--- src/hdl/fpp_pkg.sv ---
// Package for the frame phase profiler: default sizes, command and
// operation codes, and the word types of the input, queue and result sides.
// Used by every module of the block; depends on nothing.
`default_nettype none
package fpp_pkg;

    localparam int DEF_PHASE_CHANNELS  = 4;
    localparam int DEF_RASTER_CHANNELS = 4;
    localparam int Q_DEPTH             = 2;

    typedef enum logic [3:0] {
        CMD_FRAME_BEGIN = 4'd0,
        CMD_CH_BEGIN    = 4'd1,
        CMD_CH_END      = 4'd2,
        CMD_BLIT        = 4'd3,
        CMD_REPAINT     = 4'd4,
        CMD_FRAME_END   = 4'd5,
        CMD_RESET       = 4'd6,
        CMD_READ_LAST   = 4'd7,
        CMD_READ_WORST  = 4'd8
    } cmd_t;

    typedef enum logic [2:0] {
        OP_BEGIN    = 3'd0,
        OP_CH_BEGIN = 3'd1,
        OP_CH_END   = 3'd2,
        OP_BLIT     = 3'd3,
        OP_REPAINT  = 3'd4,
        OP_END      = 3'd5,
        OP_RESET    = 3'd6,
        OP_READ     = 3'd7
    } op_code_t;

    typedef struct packed {
        logic [3:0]         cmd;
        logic [31:0]        now_time;
        logic [2:0]         channel;
        logic [31:0]        blit_time;
        logic [31:0]        blit_pixels;
        logic signed [15:0] rect_x;
        logic signed [15:0] rect_y;
        logic signed [15:0] rect_w;
        logic signed [15:0] rect_h;
    } item_t;

    typedef struct packed {
        logic        has_record;
        logic [4:0]  word_index;
        logic [31:0] word_value;
        logic        last_word;
    } result_t;

    // Repaint packs x and y into arg_a, w and h into arg_b.
    typedef struct packed {
        op_code_t    op;
        logic        worst;
        logic [31:0] now_time;
        logic [2:0]  channel;
        logic [31:0] arg_a;
        logic [31:0] arg_b;
    } op_t;

endpackage
`default_nettype wire

--- src/hdl/fpp_queue.sv ---
// Short operation queue between the front and back ends of the profiler.
// Depends on fpp_pkg.
`default_nettype none
module fpp_queue (
    input  wire logic         clk,
    input  wire logic         rst_n,
    input  wire logic         wr_en,
    input  wire fpp_pkg::op_t wr_data,
    output logic              full,
    input  wire logic         rd_en,
    output fpp_pkg::op_t      rd_data,
    output logic              empty
);

    localparam int PW = (fpp_pkg::Q_DEPTH > 1) ? $clog2(fpp_pkg::Q_DEPTH) : 1;
    localparam int CW = $clog2(fpp_pkg::Q_DEPTH + 1);

    fpp_pkg::op_t mem_reg [fpp_pkg::Q_DEPTH];
    logic [PW-1:0] wr_ptr_reg;
    logic [PW-1:0] wr_ptr_next;
    logic [PW-1:0] rd_ptr_reg;
    logic [PW-1:0] rd_ptr_next;
    logic [CW-1:0] count_reg;
    logic [CW-1:0] count_next;
    logic          do_wr;
    logic          do_rd;

    assign full    = (count_reg == CW'(fpp_pkg::Q_DEPTH));
    assign empty   = (count_reg == '0);
    assign rd_data = mem_reg[rd_ptr_reg];
    assign do_wr   = wr_en && !full;
    assign do_rd   = rd_en && !empty;

    always_comb
    begin
        wr_ptr_next = wr_ptr_reg;
        rd_ptr_next = rd_ptr_reg;
        count_next  = count_reg;
        if (do_wr)
        begin
            wr_ptr_next = (wr_ptr_reg == PW'(fpp_pkg::Q_DEPTH - 1)) ? '0 : wr_ptr_reg + 1'b1;
        end
        if (do_rd)
        begin
            rd_ptr_next = (rd_ptr_reg == PW'(fpp_pkg::Q_DEPTH - 1)) ? '0 : rd_ptr_reg + 1'b1;
        end
        if (do_wr && !do_rd)
        begin
            count_next = count_reg + 1'b1;
        end
        else if (do_rd && !do_wr)
        begin
            count_next = count_reg - 1'b1;
        end
    end

    always_ff @(posedge clk)
    begin
        if (do_wr)
        begin
            mem_reg[wr_ptr_reg] <= wr_data;
        end
    end

    always_ff @(posedge clk or negedge rst_n)
    begin
        if (!rst_n)
        begin
            wr_ptr_reg <= '0;
            rd_ptr_reg <= '0;
            count_reg  <= '0;
        end
        else
        begin
            wr_ptr_reg <= wr_ptr_next;
            rd_ptr_reg <= rd_ptr_next;
            count_reg  <= count_next;
        end
    end

endmodule
`default_nettype wire

--- config.mk ---
export PLATFORM = sky130hd
export DESIGN_NAME = fpp_queue
export DESIGN_NICKNAME = d
export VERILOG_FILES = /design/src/hdl/fpp_pkg.sv /design/src/hdl/fpp_queue.sv
export SDC_FILE = /design/constraint.sdc
export NUM_CORES = 1
export LEC_CHECK = 0
export BUFFER_PORTS_ARGS = -buffer_cell sky130_fd_sc_hd__clkbuf_2
export CAP_MARGIN = 20
export CORE_UTILIZATION = 47
export CTS_BUF_LIST = sky130_fd_sc_hd__clkbuf_16
export DETAILED_ROUTE_END_ITERATION = 10
export PLACE_DENSITY = 0.78
export RECOVER_POWER = 50
export SYNTH_ARGS = -nofsm -noshare
export SYNTH_HDL_FRONTEND = slang
export SYNTH_SLANG_ARGS = --single-unit
--- constraint.sdc ---
create_clock -name clk -period 5.6 [get_ports clk]
set_input_delay 0.28 -clock clk [delete_from_list [all_inputs] [get_ports clk]]
set_output_delay 0.28 -clock clk [all_outputs]
set_load 0.1 [all_outputs]
==> flow_summary.ini <==
[cts]
clk-insertion-delay-late_ps = 480
path_clk_slew_ps = 60
cts_tree = yes
ctsResizeCount = 0
cts_buffers = 22
numClockSinks = 210
cts_max_path_buffers = 3
htreeDepth = 1
cts_root_buffer = clkbuf_16

[layout]
drive_gt1_share_pct = 40.1
post-route-util_pct = 66.3
design_area_um2 = 10700
final.fill_count = 1107
n_antenna_cell = 0
largest_reg_flops = 206
final_nets = 774
area_delta_synth_final_pct = 35.5

[drt]
ant_nets = 0
wl_per_cell_um = 17.3
dr_wl_met3_um = 986
via_count = 4349
drt_iter0_drc = 237
vias_per_cell = 4.85
routed_wl_um = 15500
wl_met1_um = 6300
top_layer = met4
drc = 0
met2_length_um = 7960
drtPass1Iterations = 4

[grt]
grt_pass1_wl_um = 23900
first_global_vias = 4713
antenna_found_initial = 0
overflow = 0
grtUsageTotal_pct = 17.6
grt_start_max_net_pins = 73

[worst_setup_path]
crit_path_end = mem_reg[1][33]$_DFFE_PP_
r2r_cells = 3
reg2reg_slack_ps = 1730
cp-start-kind = flip-flop
worst-path-max-fanout = 58
crit_type = reg -> reg
setup.worst_path.start = count_reg[0]$_DFFE_PN0P_
r2r_start = count_reg[0]$_DFFE_PN0P_
arrival_ps = 3980
crit_required_ps = 5700
r2r-end = mem_reg[1][33]$_DFFE_PP_
critPathCaptureType = flip-flop

[sta]
finClkSkew_ps = 18.5
setup_viol = 0
rsz0062_at_grt = false
post-route-min-period_ps = 3870
slew_violations = 59
max_freq_mhz = 258
timing_hold_violations_final = 0
setup_tns_ps = 0
fin_crit_sh_pct = 69.2
slew_headroom_pct = -81.5
whs_ps = 53.8
worstMarginPinSlew_ps = 2720

[floorplan]
die_x_um = 131
io_pins = 212
initial_core_util_pct = 48.9
core_region_area_um2 = 16100
dieArea_um2 = 17300
rows = 46
fp.dieH_um = 131

[run]
maxCapViolCount = 1

[synth]
yosysUniqueCellTypes = 16
synth_async_sr_flop_share_pct = 1.90
synthTopCellsByArea = edfxtp_1, mux2_4, mux2_2
syn-cell-area_um2 = 7880
avgSynthCellArea_um2 = 23.2
synthDominantCellAreaShare_pct = 78.5
yosysWarnings = 0
synth_common_cells = edfxtp_1, mux2_4, mux2_2, buf_6
synth_area_leader_cell = edfxtp_1
synth-edff-count = 206
synth_most_common_cell = edfxtp_1
synth-seq-cells = 210
syn_inst = 340
synth_seq_area_share_pct = 79.8
syn_nets = 448
synth_ff_type = edfxtp_1

[placement]
hpwl_um = 9270
placed_area_um2 = 9150
gp_congestion = 0.761
io_buffers = 211

[outcome]
status = complete, but fails checks
violations = max-capacitance violations, max-slew violations

[min_path]
min_path_type = in -> reg
hp-start = wr_data[62]
[through the flow]
stage | instances | worst slack (ps)
global route | 896 | 1400
detailed placement | 759 | 3070
global placement | 759 | 3090
finish | 896 | 1730
floorplan | 340 | 104
CTS | 896 | 2550
[what timing repair did]
item | in CTS | in global routing
endpoints found under the hold margin | 199 | 0
setup buffers | 0 | 0
hold buffers | 99 | 0
[metal layers]
metal	global-route usage, %	vias to the layer above
li1	-	1993
met1	20.9	2142
met2	31.7	188
met3	4.09	26
met4	5.10	0
met5	0	-
[placed cells by master (no fill, tap or decap)]
| master | Yosys | routed |
|---|---|---|
| clkbuf_2 | 0 | 139 |
| dlygate4sd3_1 | 0 | 99 |
| nor2_4 | 0 | 1 |
| mux2_4 | 60 | 60 |
| dfrtp_4 | 0 | 1 |
| o21ai_0 | 1 | 1 |
| dfrtp_1 | 4 | 3 |
| and3_1 | 1 | 1 |
| clkbuf_16 | 0 | 23 |
| nand2_1 | 1 | 1 |
| clkbuf_1 | 0 | 70 |
| nor2_1 | 3 | 2 |
| buf_1 | 0 | 2 |
| buf_4 | 0 | 3 |
| mux2_2 | 43 | 43 |
| xnor2_1 | 3 | 3 |
| inv_1 | 2 | 7 |
| xor2_1 | 2 | 2 |
| clkinv_2 | 0 | 2 |
| ha_1 | 1 | 1 |
| buf_12 | 0 | 1 |
| clkinv_1 | 0 | 8 |
| nand2b_1 | 1 | 1 |
| edfxtp_1 | 206 | 206 |
[how the worst min path moves through the flow]
stage / cells past startpoint / endpoint / slack (ps)
final: 1 / mem_reg[1][62]$_DFFE_PP_ / 50
after global routing: 1 / mem_reg[1][62]$_DFFE_PP_ / 40
after CTS: 1 / mem_reg[0][54]$_DFFE_PP_ / 1
after detailed placement: 1 / wr_ptr_reg$_DFFE_PN0P_ / 100
after global placement: 1 / wr_ptr_reg$_DFFE_PN0P_ / 90
after floorplan: 0 / count_reg[0]$_DFFE_PN0P_ / -20
[cell type report]
| cell class | instances | area [um^2] | share of cell area, % |
|---|---|---|---|
| clock buffer | 23 | 576 | 5.39 |
| sequential | 210 | 6290 | 58.9 |
| inverter | 2 | 7.51 | 0.0703 |
| tap | 216 | 270 | 2.53 |
| clock inverter | 15 | 58.8 | 0.550 |
| multi-input combinational | 116 | 1480 | 13.9 |
| timing repair buffer | 314 | 2000 | 18.7 |
[worst max-delay path, cell delays in order (launching register included)]
cell      delay [ps]
dfrtp_1          430
nand2b_1         180
and3_1          2030
buf_4            770
[logic make-up (layout without fill, tap and decap cells)]
family          count (synthesis)  in the layout  share of synthesized area (%)
buf+inv                        14            354                           1.54
xor+xnor                        5              5                          0.556
simple gates                    6              6                          0.349
flops                         210            210                           79.8
mux                           103            103                           17.6
fa+ha+maj                       1              1                          0.159
compound gates                  1              1                         0.0634
Power is not shown: default switching activity piles up to over one toggle a cycle in this logic, so the estimate is an artifact.
