[config.mk]
export PLATFORM = sky130hd
export DESIGN_NAME = fpp_front
export DESIGN_NICKNAME = d
export VERILOG_FILES = /design/src/hdl/fpp_pkg.sv /design/src/hdl/fpp_front.sv
export SDC_FILE = /design/constraint.sdc
export NUM_CORES = 1
export LEC_CHECK = 0
export BUFFER_PORTS_ARGS = -buffer_cell sky130_fd_sc_hd__buf_2
export CAP_MARGIN = 20
export CORE_AREA = 2 2 107 109
export CTS_CLUSTER_DIAMETER = 40
export CTS_CLUSTER_SIZE = 28
export DETAILED_ROUTE_END_ITERATION = 8
export DIE_AREA = 0 0 109 111
export PLACE_DENSITY = 0.58
export SETUP_SLACK_MARGIN = 0.3
export SLEW_MARGIN = 20
export SYNTH_ARGS = -nofsm -noshare
export SYNTH_HDL_FRONTEND = slang
export SYNTH_SLANG_ARGS = --single-unit
[constraint.sdc]
create_clock -name clk -period 3.38 [get_ports clk]
set_clock_uncertainty 0.15 [all_clocks]
set_input_delay 0.169 -clock clk [delete_from_list [all_inputs] [get_ports clk]]
set_output_delay 0.169 -clock clk [all_outputs]
set_load 0.1 [all_outputs]
[src/hdl/fpp_pkg.sv]
// Package for the frame phase profiler: default sizes, command and
// operation codes, and the word types of the input, queue and result sides.
// Used by every module of the block; depends on nothing.
`default_nettype none
package fpp_pkg;

    localparam int DEF_PHASE_CHANNELS  = 4;
    localparam int DEF_RASTER_CHANNELS = 4;
    localparam int Q_DEPTH             = 2;

    typedef enum logic [3:0] {
        CMD_FRAME_BEGIN = 4'd0,
        CMD_CH_BEGIN    = 4'd1,
        CMD_CH_END      = 4'd2,
        CMD_BLIT        = 4'd3,
        CMD_REPAINT     = 4'd4,
        CMD_FRAME_END   = 4'd5,
        CMD_RESET       = 4'd6,
        CMD_READ_LAST   = 4'd7,
        CMD_READ_WORST  = 4'd8
    } cmd_t;

    typedef enum logic [2:0] {
        OP_BEGIN    = 3'd0,
        OP_CH_BEGIN = 3'd1,
        OP_CH_END   = 3'd2,
        OP_BLIT     = 3'd3,
        OP_REPAINT  = 3'd4,
        OP_END      = 3'd5,
        OP_RESET    = 3'd6,
        OP_READ     = 3'd7
    } op_code_t;

    typedef struct packed {
        logic [3:0]         cmd;
        logic [31:0]        now_time;
        logic [2:0]         channel;
        logic [31:0]        blit_time;
        logic [31:0]        blit_pixels;
        logic signed [15:0] rect_x;
        logic signed [15:0] rect_y;
        logic signed [15:0] rect_w;
        logic signed [15:0] rect_h;
    } item_t;

    typedef struct packed {
        logic        has_record;
        logic [4:0]  word_index;
        logic [31:0] word_value;
        logic        last_word;
    } result_t;

    // Repaint packs x and y into arg_a, w and h into arg_b.
    typedef struct packed {
        op_code_t    op;
        logic        worst;
        logic [31:0] now_time;
        logic [2:0]  channel;
        logic [31:0] arg_a;
        logic [31:0] arg_b;
    } op_t;

endpackage
`default_nettype wire

[src/hdl/fpp_front.sv]
// Front end of the frame phase profiler: accepts words, tracks whether a
// frame is open and turns each useful word into an operation for the queue.
// Depends on fpp_pkg.
`default_nettype none
module fpp_front #(
    parameter int PHASE_CHANNELS  = fpp_pkg::DEF_PHASE_CHANNELS,
    parameter int RASTER_CHANNELS = fpp_pkg::DEF_RASTER_CHANNELS
) (
    input  wire logic           clk,
    input  wire logic           rst_n,
    input  wire logic           push,
    output logic                full,
    input  wire fpp_pkg::item_t item,
    input  wire logic           q_full,
    output logic                q_push,
    output fpp_pkg::op_t        q_data
);

    localparam int NUM_CH = PHASE_CHANNELS + RASTER_CHANNELS;

    logic frame_open_reg;
    logic frame_open_next;
    logic accept;
    logic keep;
    logic ch_ok;
    logic rect_ok;

    assign full    = q_full;
    assign accept  = push && !q_full;
    assign ch_ok   = (int'(item.channel) < NUM_CH);
    assign rect_ok = (item.rect_w > 16'sd0) && (item.rect_h > 16'sd0);

    always_comb
    begin
        keep            = 1'b0;
        frame_open_next = frame_open_reg;
        q_data.op       = fpp_pkg::OP_BEGIN;
        q_data.worst    = 1'b0;
        q_data.now_time = item.now_time;
        q_data.channel  = item.channel;
        q_data.arg_a    = item.blit_time;
        q_data.arg_b    = item.blit_pixels;
        unique case (fpp_pkg::cmd_t'(item.cmd))
            fpp_pkg::CMD_FRAME_BEGIN:
            begin
                keep            = 1'b1;
                frame_open_next = 1'b1;
            end
            fpp_pkg::CMD_CH_BEGIN:
            begin
                keep      = frame_open_reg && ch_ok;
                q_data.op = fpp_pkg::OP_CH_BEGIN;
            end
            fpp_pkg::CMD_CH_END:
            begin
                keep      = frame_open_reg && ch_ok;
                q_data.op = fpp_pkg::OP_CH_END;
            end
            fpp_pkg::CMD_BLIT:
            begin
                keep      = frame_open_reg;
                q_data.op = fpp_pkg::OP_BLIT;
            end
            fpp_pkg::CMD_REPAINT:
            begin
                keep         = frame_open_reg && rect_ok;
                q_data.op    = fpp_pkg::OP_REPAINT;
                q_data.arg_a = {item.rect_x, item.rect_y};
                q_data.arg_b = {item.rect_w, item.rect_h};
            end
            fpp_pkg::CMD_FRAME_END:
            begin
                keep            = frame_open_reg;
                q_data.op       = fpp_pkg::OP_END;
                frame_open_next = 1'b0;
            end
            fpp_pkg::CMD_RESET:
            begin
                keep      = 1'b1;
                q_data.op = fpp_pkg::OP_RESET;
            end
            fpp_pkg::CMD_READ_LAST:
            begin
                keep      = 1'b1;
                q_data.op = fpp_pkg::OP_READ;
            end
            fpp_pkg::CMD_READ_WORST:
            begin
                keep         = 1'b1;
                q_data.op    = fpp_pkg::OP_READ;
                q_data.worst = 1'b1;
            end
            default:
            begin
                keep = 1'b0;
            end
        endcase
    end

    assign q_push = accept && keep;

    always_ff @(posedge clk or negedge rst_n)
    begin
        if (!rst_n)
        begin
            frame_open_reg <= 1'b0;
        end
        else if (accept)
        begin
            frame_open_reg <= frame_open_next;
        end
    end

endmodule
`default_nettype wire

==> flow_metrics.env, run 1 <==
export IMPL_crit_path_max_fanout=65
export IMPL_ys_seq_area_share_pct=1.64
export IMPL_vias_per_cell=3.79
export IMPL_post_route_cells_drive_above_1_share_pct=89.8
export IMPL_via_count=1689
export IMPL_area_after_dpl_um2=2360
export IMPL_synth_area_leader_cell="mux2_4"
export IMPL_crit_reg2reg_launch="frame_open_reg$_DFFE_PN0P_"
export IMPL_core_footprint_um2=11100
export IMPL_drtIter0Drc=37
export IMPL_design_final_nets=476
export IMPL_start_util_pct=13.8
export IMPL_final_min_clock_period_ns=2.09
export IMPL_preCtsSetupSlack_ns=1.32
export IMPL_fp_dieW_um=109
export IMPL_path_common_cell="buf_2"
export IMPL_timing_max_slew_rel_slack_pct=65.3
export IMPL_critPathKind="primary input to output port"
export IMPL_combined_area_of_all_synthesized_cells_um2=1530
export IMPL_numPortBuffers=205
export IMPL_delay_heaviest_family_cp="buffers and inverters"
export IMPL_holdCritPathClass="primary input to output port"
export IMPL_pwr_density_cell_nw_per_um2=277
export IMPL_cp_slowest_cell="mux2_2"
export IMPL_dp_cells=445
export IMPL_synthToLayoutAreaGrowth_pct=54.7
export IMPL_synth_area_per_cell_um2=11.0
export IMPL_place_detailed_hpwl_um=5010
export IMPL_antenna_diodes=0
export IMPL_routed_wirelength_um=5610
export IMPL_critical_path_reg2reg_endpoint="frame_open_reg$_DFFE_PN0P_"
export IMPL_drt_pass1_iterations=4
export IMPL_antenna_found_initial=0
export IMPL_grt_overflow_total=0
export IMPL_ys_top_cells_by_area="mux2_4 48%, buf_4 18%, mux2_2 11%, buf_12 7.8%, nor4_1 3.7%"
export IMPL_timing_critical_path_required_ns=3.06
export IMPL_finish_cell_count_without_fillers=446
export IMPL_hp_start="item[128]"
export IMPL_placer_congestion=0.692
export IMPL_drc_errors=0
export IMPL_placement_rows=39
export IMPL_postLayoutCellArea_um2=2370
export IMPL_worst_slew_pin_transition_ns=0.516
export IMPL_outcome="finished, final reports clean"
export IMPL_critPathLaunchType="primary input"
export IMPL_post_route_worst_setup_slack_ns=1.29
export IMPL_ys_ff_latch=1
export IMPL_total_i_o_pin_count=276
export IMPL_yosysUniqueCellTypes=21
export IMPL_r2r_cells=2
export IMPL_peakVddDrop_mv=0.155
export IMPL_whs_endpoint="q_data[64]"
export IMPL_synth_net_count=310
export IMPL_routedWlPerCell_um=12.6
export IMPL_via_count_of_the_first_global_routing_pass=1575
export IMPL_nFillCells=1217
export IMPL_globalRouteTotalUtil_pct=7.56
export IMPL_worst_path_largest_cell_delay_ns=0.40
export IMPL_worst_setup_path_end_kind="output port"
export IMPL_dieHeight_um=111
export IMPL_timing_final_setup_violations=0
export IMPL_worst_hold_path_num_cells=0
export IMPL_worst_path_buf_inv=3
export IMPL_post_synth_inst_count=139
export IMPL_cts_resized_gates=0
export IMPL_ff2ff_setup_slack_ns=2.45
export IMPL_clock_fmax_ghz=0.478
export IMPL_tns_ns=0
export IMPL_final_hold_viol_count=0
export IMPL_hold_worst_slack_ns=0.188
export IMPL_yosysWarningCount=0
export IMPL_largest_register_ffs=1
export IMPL_grt_max_degree=66
export IMPL_grt_setup_unrepaired="false"
export IMPL_maxCapViolCount=0
export IMPL_worstPathArrival_ns=1.77
export IMPL_detail_route_antenna_nets=0
export IMPL_cellLeakagePower_nw=1.30
export IMPL_period_share_pct=61.8
export IMPL_worst_skew_pair_late_latency_ns=0
export IMPL_grt_pass1_wl_um=7400
export IMPL_crit_path_cells="buf_2 -> nand2b_4 -> nor3_4 -> buf_12 -> mux2_2 -> buf_2"
export IMPL_post_synth_top_area_fraction_pct=48.1
export IMPL_fp_dieArea_um2=12100
export IMPL_drv_slew=0
## metal layers
layer  global-route usage [%]  up-vias  part of all wire (%)
li1                         -      810                     -
met5                        0        -                     0
met1                     7.72      762                    36
met4                    0.342        0                 0.036
met2                     15.9      115                    52
met3                     1.47        2                    12
## cells in the mapped netlist
master    instances
nand4_1           3
nand2b_1          1
nor4b_1           1
a21oi_1           1
dfrtp_1           1
nand2b_4          1
nand2_1           1
a22oi_1           1
o22a_1            1
nor2_1            2
nor4_1            9
buf_12            6
a21o_1            1
mux2_4           49
o21ai_0           3
inv_1             3
nor3_4            1
o41ai_1           1
mux2_2           15
buf_4            37
nand3b_1          1
## cell type report
cell class                      count  area (um2)  area share [%]
Tap cell                          143         179            7.56
Inverter                            3        11.3           0.476
Timing Repair Buffer              207        1060            44.6
Sequential cell                     1        25.0            1.06
Multi-Input combinational cell     92        1100            46.3
## worst max-delay path by stage
stage	from	to	slack, ns	depth (start not counted)
final	item[166]	q_data[8]	1.29	6
after global routing	item[166]	q_data[8]	1.24	6
after CTS	item[166]	q_data[8]	1.31	6
after detailed placement	item[166]	q_data[8]	1.32	6
after global placement	item[166]	q_data[61]	1.35	6
after floorplan	frame_open_reg$_DFFE_PN0P_	q_push	0.33	3
## report_power, final
group	total (mW)	switching, mW	internal (mW)
logic	0.643	0.482	0.161
clock network	0	0	0
registers	0.0130	0.000502	0.0125
## cell usage in the layout, fill, tap and decap left out, types with 2 or more instances in the layout
master and count:
buf_2 205, inv_1 3, mux2_2 15, mux2_4 49
nand4_1 3, nor2_1 2, nor4_1 9, o21ai_0 3
## timing repair
action / CTS / global route
hold endpoints to repair: 1 / 0
hold buffers: 1 / 0
buffers inserted: 0 / 0
endpoints found under the setup margin: 0 / 0
## worst reg2reg max path, delay by kind of cell (launching register included)
kind,cells,cell delay (ns)
AOI/OAI and AO/OA,2,0.22
DFF,1,0.42
## metrics by stage
stage               util, %  total power, mW
detailed placement     21.3            0.658
floorplan                 -            0.721
global placement       21.3            0.654
finish                 21.4            0.656
CTS                    21.4            0.660
global route           21.4            0.678
## cell families after synthesis
| group | count (synthesis) | share of synthesized area, % |
|---|---|---|
| DFF | 1 | 1.64 |
| buffers and inverters | 46 | 26.7 |
| and+or+nand+nor | 20 | 9.08 |
| muxes | 64 | 59.1 |
| AOI/OAI and AO/OA | 8 | 3.43 |
Note: power is estimated with default switching activity, not from simulation.
==> inputs of run 2 (changes only) <==
ABC_AREA = 1   (was default)
clock period = 1.8 ns   (was 3.38 ns; I/O delays follow)
==> flow_metrics.env, run 2 <==
export IMPL_worst_skew_pair_late_latency_ns=0
export IMPL_antenna_diodes=0
export IMPL_most_common_layout_cells="137 x nand2_1, 134 x buf_2, 70 x buf_12, 61 x nand2_2, 21 x nor2_1"
export IMPL_clock_fmax_ghz=0.690
export IMPL_ys_seq_area_share_pct=1.85
export IMPL_final_hold_viol_count=0
export IMPL_via_count=2355
export IMPL_outcome="finished, final reports clean"
export IMPL_critPathKind="primary input to output port"
export IMPL_maxCapViolCount=0
export IMPL_grtUsageMet2_pct=22.6
export IMPL_grt_pass1_wl_um=11400
export IMPL_timing_critical_path_required_ns=1.56
export IMPL_crit_path_cells="clkbuf_4 -> inv_1 -> nor2_2 -> nand3b_1 -> nor2_1 -> nand3_1 -> nand2_1 -> nand2_1 -> a21oi_4 -> buf_12"
export IMPL_ys_flop_type="dfrtp_1"
export IMPL_detail_route_antenna_nets=0
export IMPL_finish_cell_count_without_fillers=611
export IMPL_synth_net_count=471
export IMPL_grt_max_degree=39
export IMPL_delay_heaviest_family_cp="simple AND/OR/NAND/NOR gates"
export IMPL_worst_setup_path_end_kind="output port"
export IMPL_worstPathArrival_ns=1.21
export IMPL_routed_wirelength_um=8330
export IMPL_combined_area_of_all_synthesized_cells_um2=1350
export IMPL_drv_slew=0
export IMPL_design_final_nets=641
export IMPL_yosys_top_cells_count="200 x nand2_1, 36 x buf_4, 22 x nor2_1"
export IMPL_finalPower_mw=1.72
export IMPL_preCtsSetupSlack_ns=0.212
export IMPL_dp_cells=602
export IMPL_layout_commonest_cell="nand2_1"
export IMPL_drtIter0Drc=74
export IMPL_fp_dieArea_um2=12100
export IMPL_via_count_of_the_first_global_routing_pass=2254
export IMPL_yosysWarningCount=0
export IMPL_fp_dieW_um=109
export IMPL_globalRoute_busiestLayer="met2"
export IMPL_vias_per_cell=3.85
export IMPL_start_util_pct=12.2
export IMPL_cellLeakagePower_nw=1.98
export IMPL_final_min_clock_period_ns=1.45
export IMPL_synthToLayoutAreaGrowth_pct=172
export IMPL_synth_area_leader_cell="nand2_1"
export IMPL_synth_area_per_cell_um2=4.51
export IMPL_drt_pass1_iterations=4
export IMPL_yosysUniqueCellTypes=19
export IMPL_ys_ff_latch=1
export IMPL_synth_edff_count=0
export IMPL_post_route_worst_setup_slack_ns=0.350
export IMPL_post_synth_inst_count=300
export IMPL_critPathLaunchType="primary input"
export IMPL_routedWlPerCell_um=13.6
export IMPL_peakVddDrop_mv=0.255
export IMPL_dieHeight_um=111
export IMPL_placement_rows=39
export IMPL_groute_layer_met3_usage_pct=4.53
export IMPL_grt_setup_unrepaired="true"
export IMPL_timing_final_setup_violations=0
export IMPL_ys_top_cells_by_area="nand2_1 56%, buf_4 20%, nor2_1 6.1%, buf_2 4.4%, inv_1 1.9%"
export IMPL_asyncSetResetFlopFracSynth_pct=100
export IMPL_globalRouteTotalUtil_pct=11.8
export IMPL_place_detailed_hpwl_um=6320
export IMPL_total_i_o_pin_count=276
export IMPL_worst_path_buf_inv=3
export IMPL_worst_slew_pin_transition_ns=0.487
export IMPL_placer_congestion=0.830
export IMPL_period_share_pct=80.5
export IMPL_largest_register_ffs=1
export IMPL_holdCritPathClass="primary input to output port"
export IMPL_post_route_cells_drive_above_1_share_pct=62.4
export IMPL_path_common_cell="nand2_1"
export IMPL_numPortBuffers=205
export IMPL_synthMostInstantiatedCell="nand2_1"
export IMPL_groute_layer_met1_usage_pct=11.9
export IMPL_drc_errors=0
export IMPL_crit_path_max_fanout=5
export IMPL_grt_overflow_total=0
export IMPL_worst_path_largest_cell_delay_ns=0.19
export IMPL_antenna_found_initial=0
export IMPL_tns_ns=0
export IMPL_post_synth_top_area_fraction_pct=55.5
export IMPL_core_footprint_um2=11100
export IMPL_timing_max_slew_rel_slack_pct=67.8
export IMPL_cp_slowest_cell="buf_12"
export IMPL_pwr_density_cell_nw_per_um2=468
## run 2: cell count changes in the layout (fill, tap and decap cells not counted), sizes merged, moves of 7 or more
cell	before	now
buf	206	213
nand2	1	201
nor2	2	24
inv	3	10
mux2	64	0
nor4	9	1
## run 2: layout make-up
type | instances | area [um2]
fillers | 1173 | 7390
inverters | 10 | 50.0
multi-input cells | 240 | 1180
flip-flops and latches | 1 | 25.0
well taps | 143 | 179
repair buffers | 217 | 2250
## run 2: final timing paths
check	slack, ns	end	depth (start not counted)	from
worst max register to register	0.96	frame_open_reg$_DFFE_PN0P_	2	frame_open_reg$_DFFE_PN0P_
max in group asynchronous	1.16	frame_open_reg$_DFFE_PN0P_	2	rst_n
worst min-delay path	0.03	q_data[81]	0	item[145]
worst max-delay path	0.35	q_push	10	item[165]
worst min register to register	0.35	frame_open_reg$_DFFE_PN0P_	2	frame_open_reg$_DFFE_PN0P_
min in group asynchronous	0.25	frame_open_reg$_DFFE_PN0P_	2	rst_n
## run 2: metrics by stage
| step | utilization (%) | hold slack [ns] | area [um2] |
|---|---|---|---|
| finish | 33.3 | 0.0301 | 3680 |
| global route | 33.3 | 0.0303 | 3680 |
| CTS | 32.2 | 0.0307 | 3570 |
| floorplan | - | -0.356 | 1580 |
| global placement | 31.7 | -0.283 | 3510 |
| detailed placement | 31.7 | -0.283 | 3510 |
## run 2: where the power goes
group / internal, mW / switching [mW] / total [mW]
Clock: 0 / 0 / 0
Combinational: 0.600 / 1.09 / 1.69
Sequential: 0.0282 / 0.00224 / 0.0304
## run 2: timing repair
action | CTS | global route
pin swaps | 1 | 3
hold buffers | 1 | 0
resized for setup | 4 | 13
setup endpoints to repair | 64 | 57
hold endpoints to repair | 1 | 0
cloned | 1 | 3
setup buffers | 1 | 3
## run 2: cell families (layout without fill, tap and decap cells)
family          count (synthesis)  after routing  share of synthesized area, %
simple gates                  233            233                          67.3
flops                           1              1                          1.85
compound gates                  7              7                          2.87
buf+inv                        59            227                          28.0
## run 2: routing by layer
layer	vias up	routed length, um
li1	1202	-
met1	983	2950
met2	156	4160
met3	14	1100
met4	0	122
met5	-	0
## run 2: worst register-to-register path, delay by kind of cell (launching register included)
| family | cells | cell delay (ns) |
|---|---|---|
| flops | 1 | 0.35 |
| compound gates | 1 | 0.15 |
| buf+inv | 1 | 0.06 |
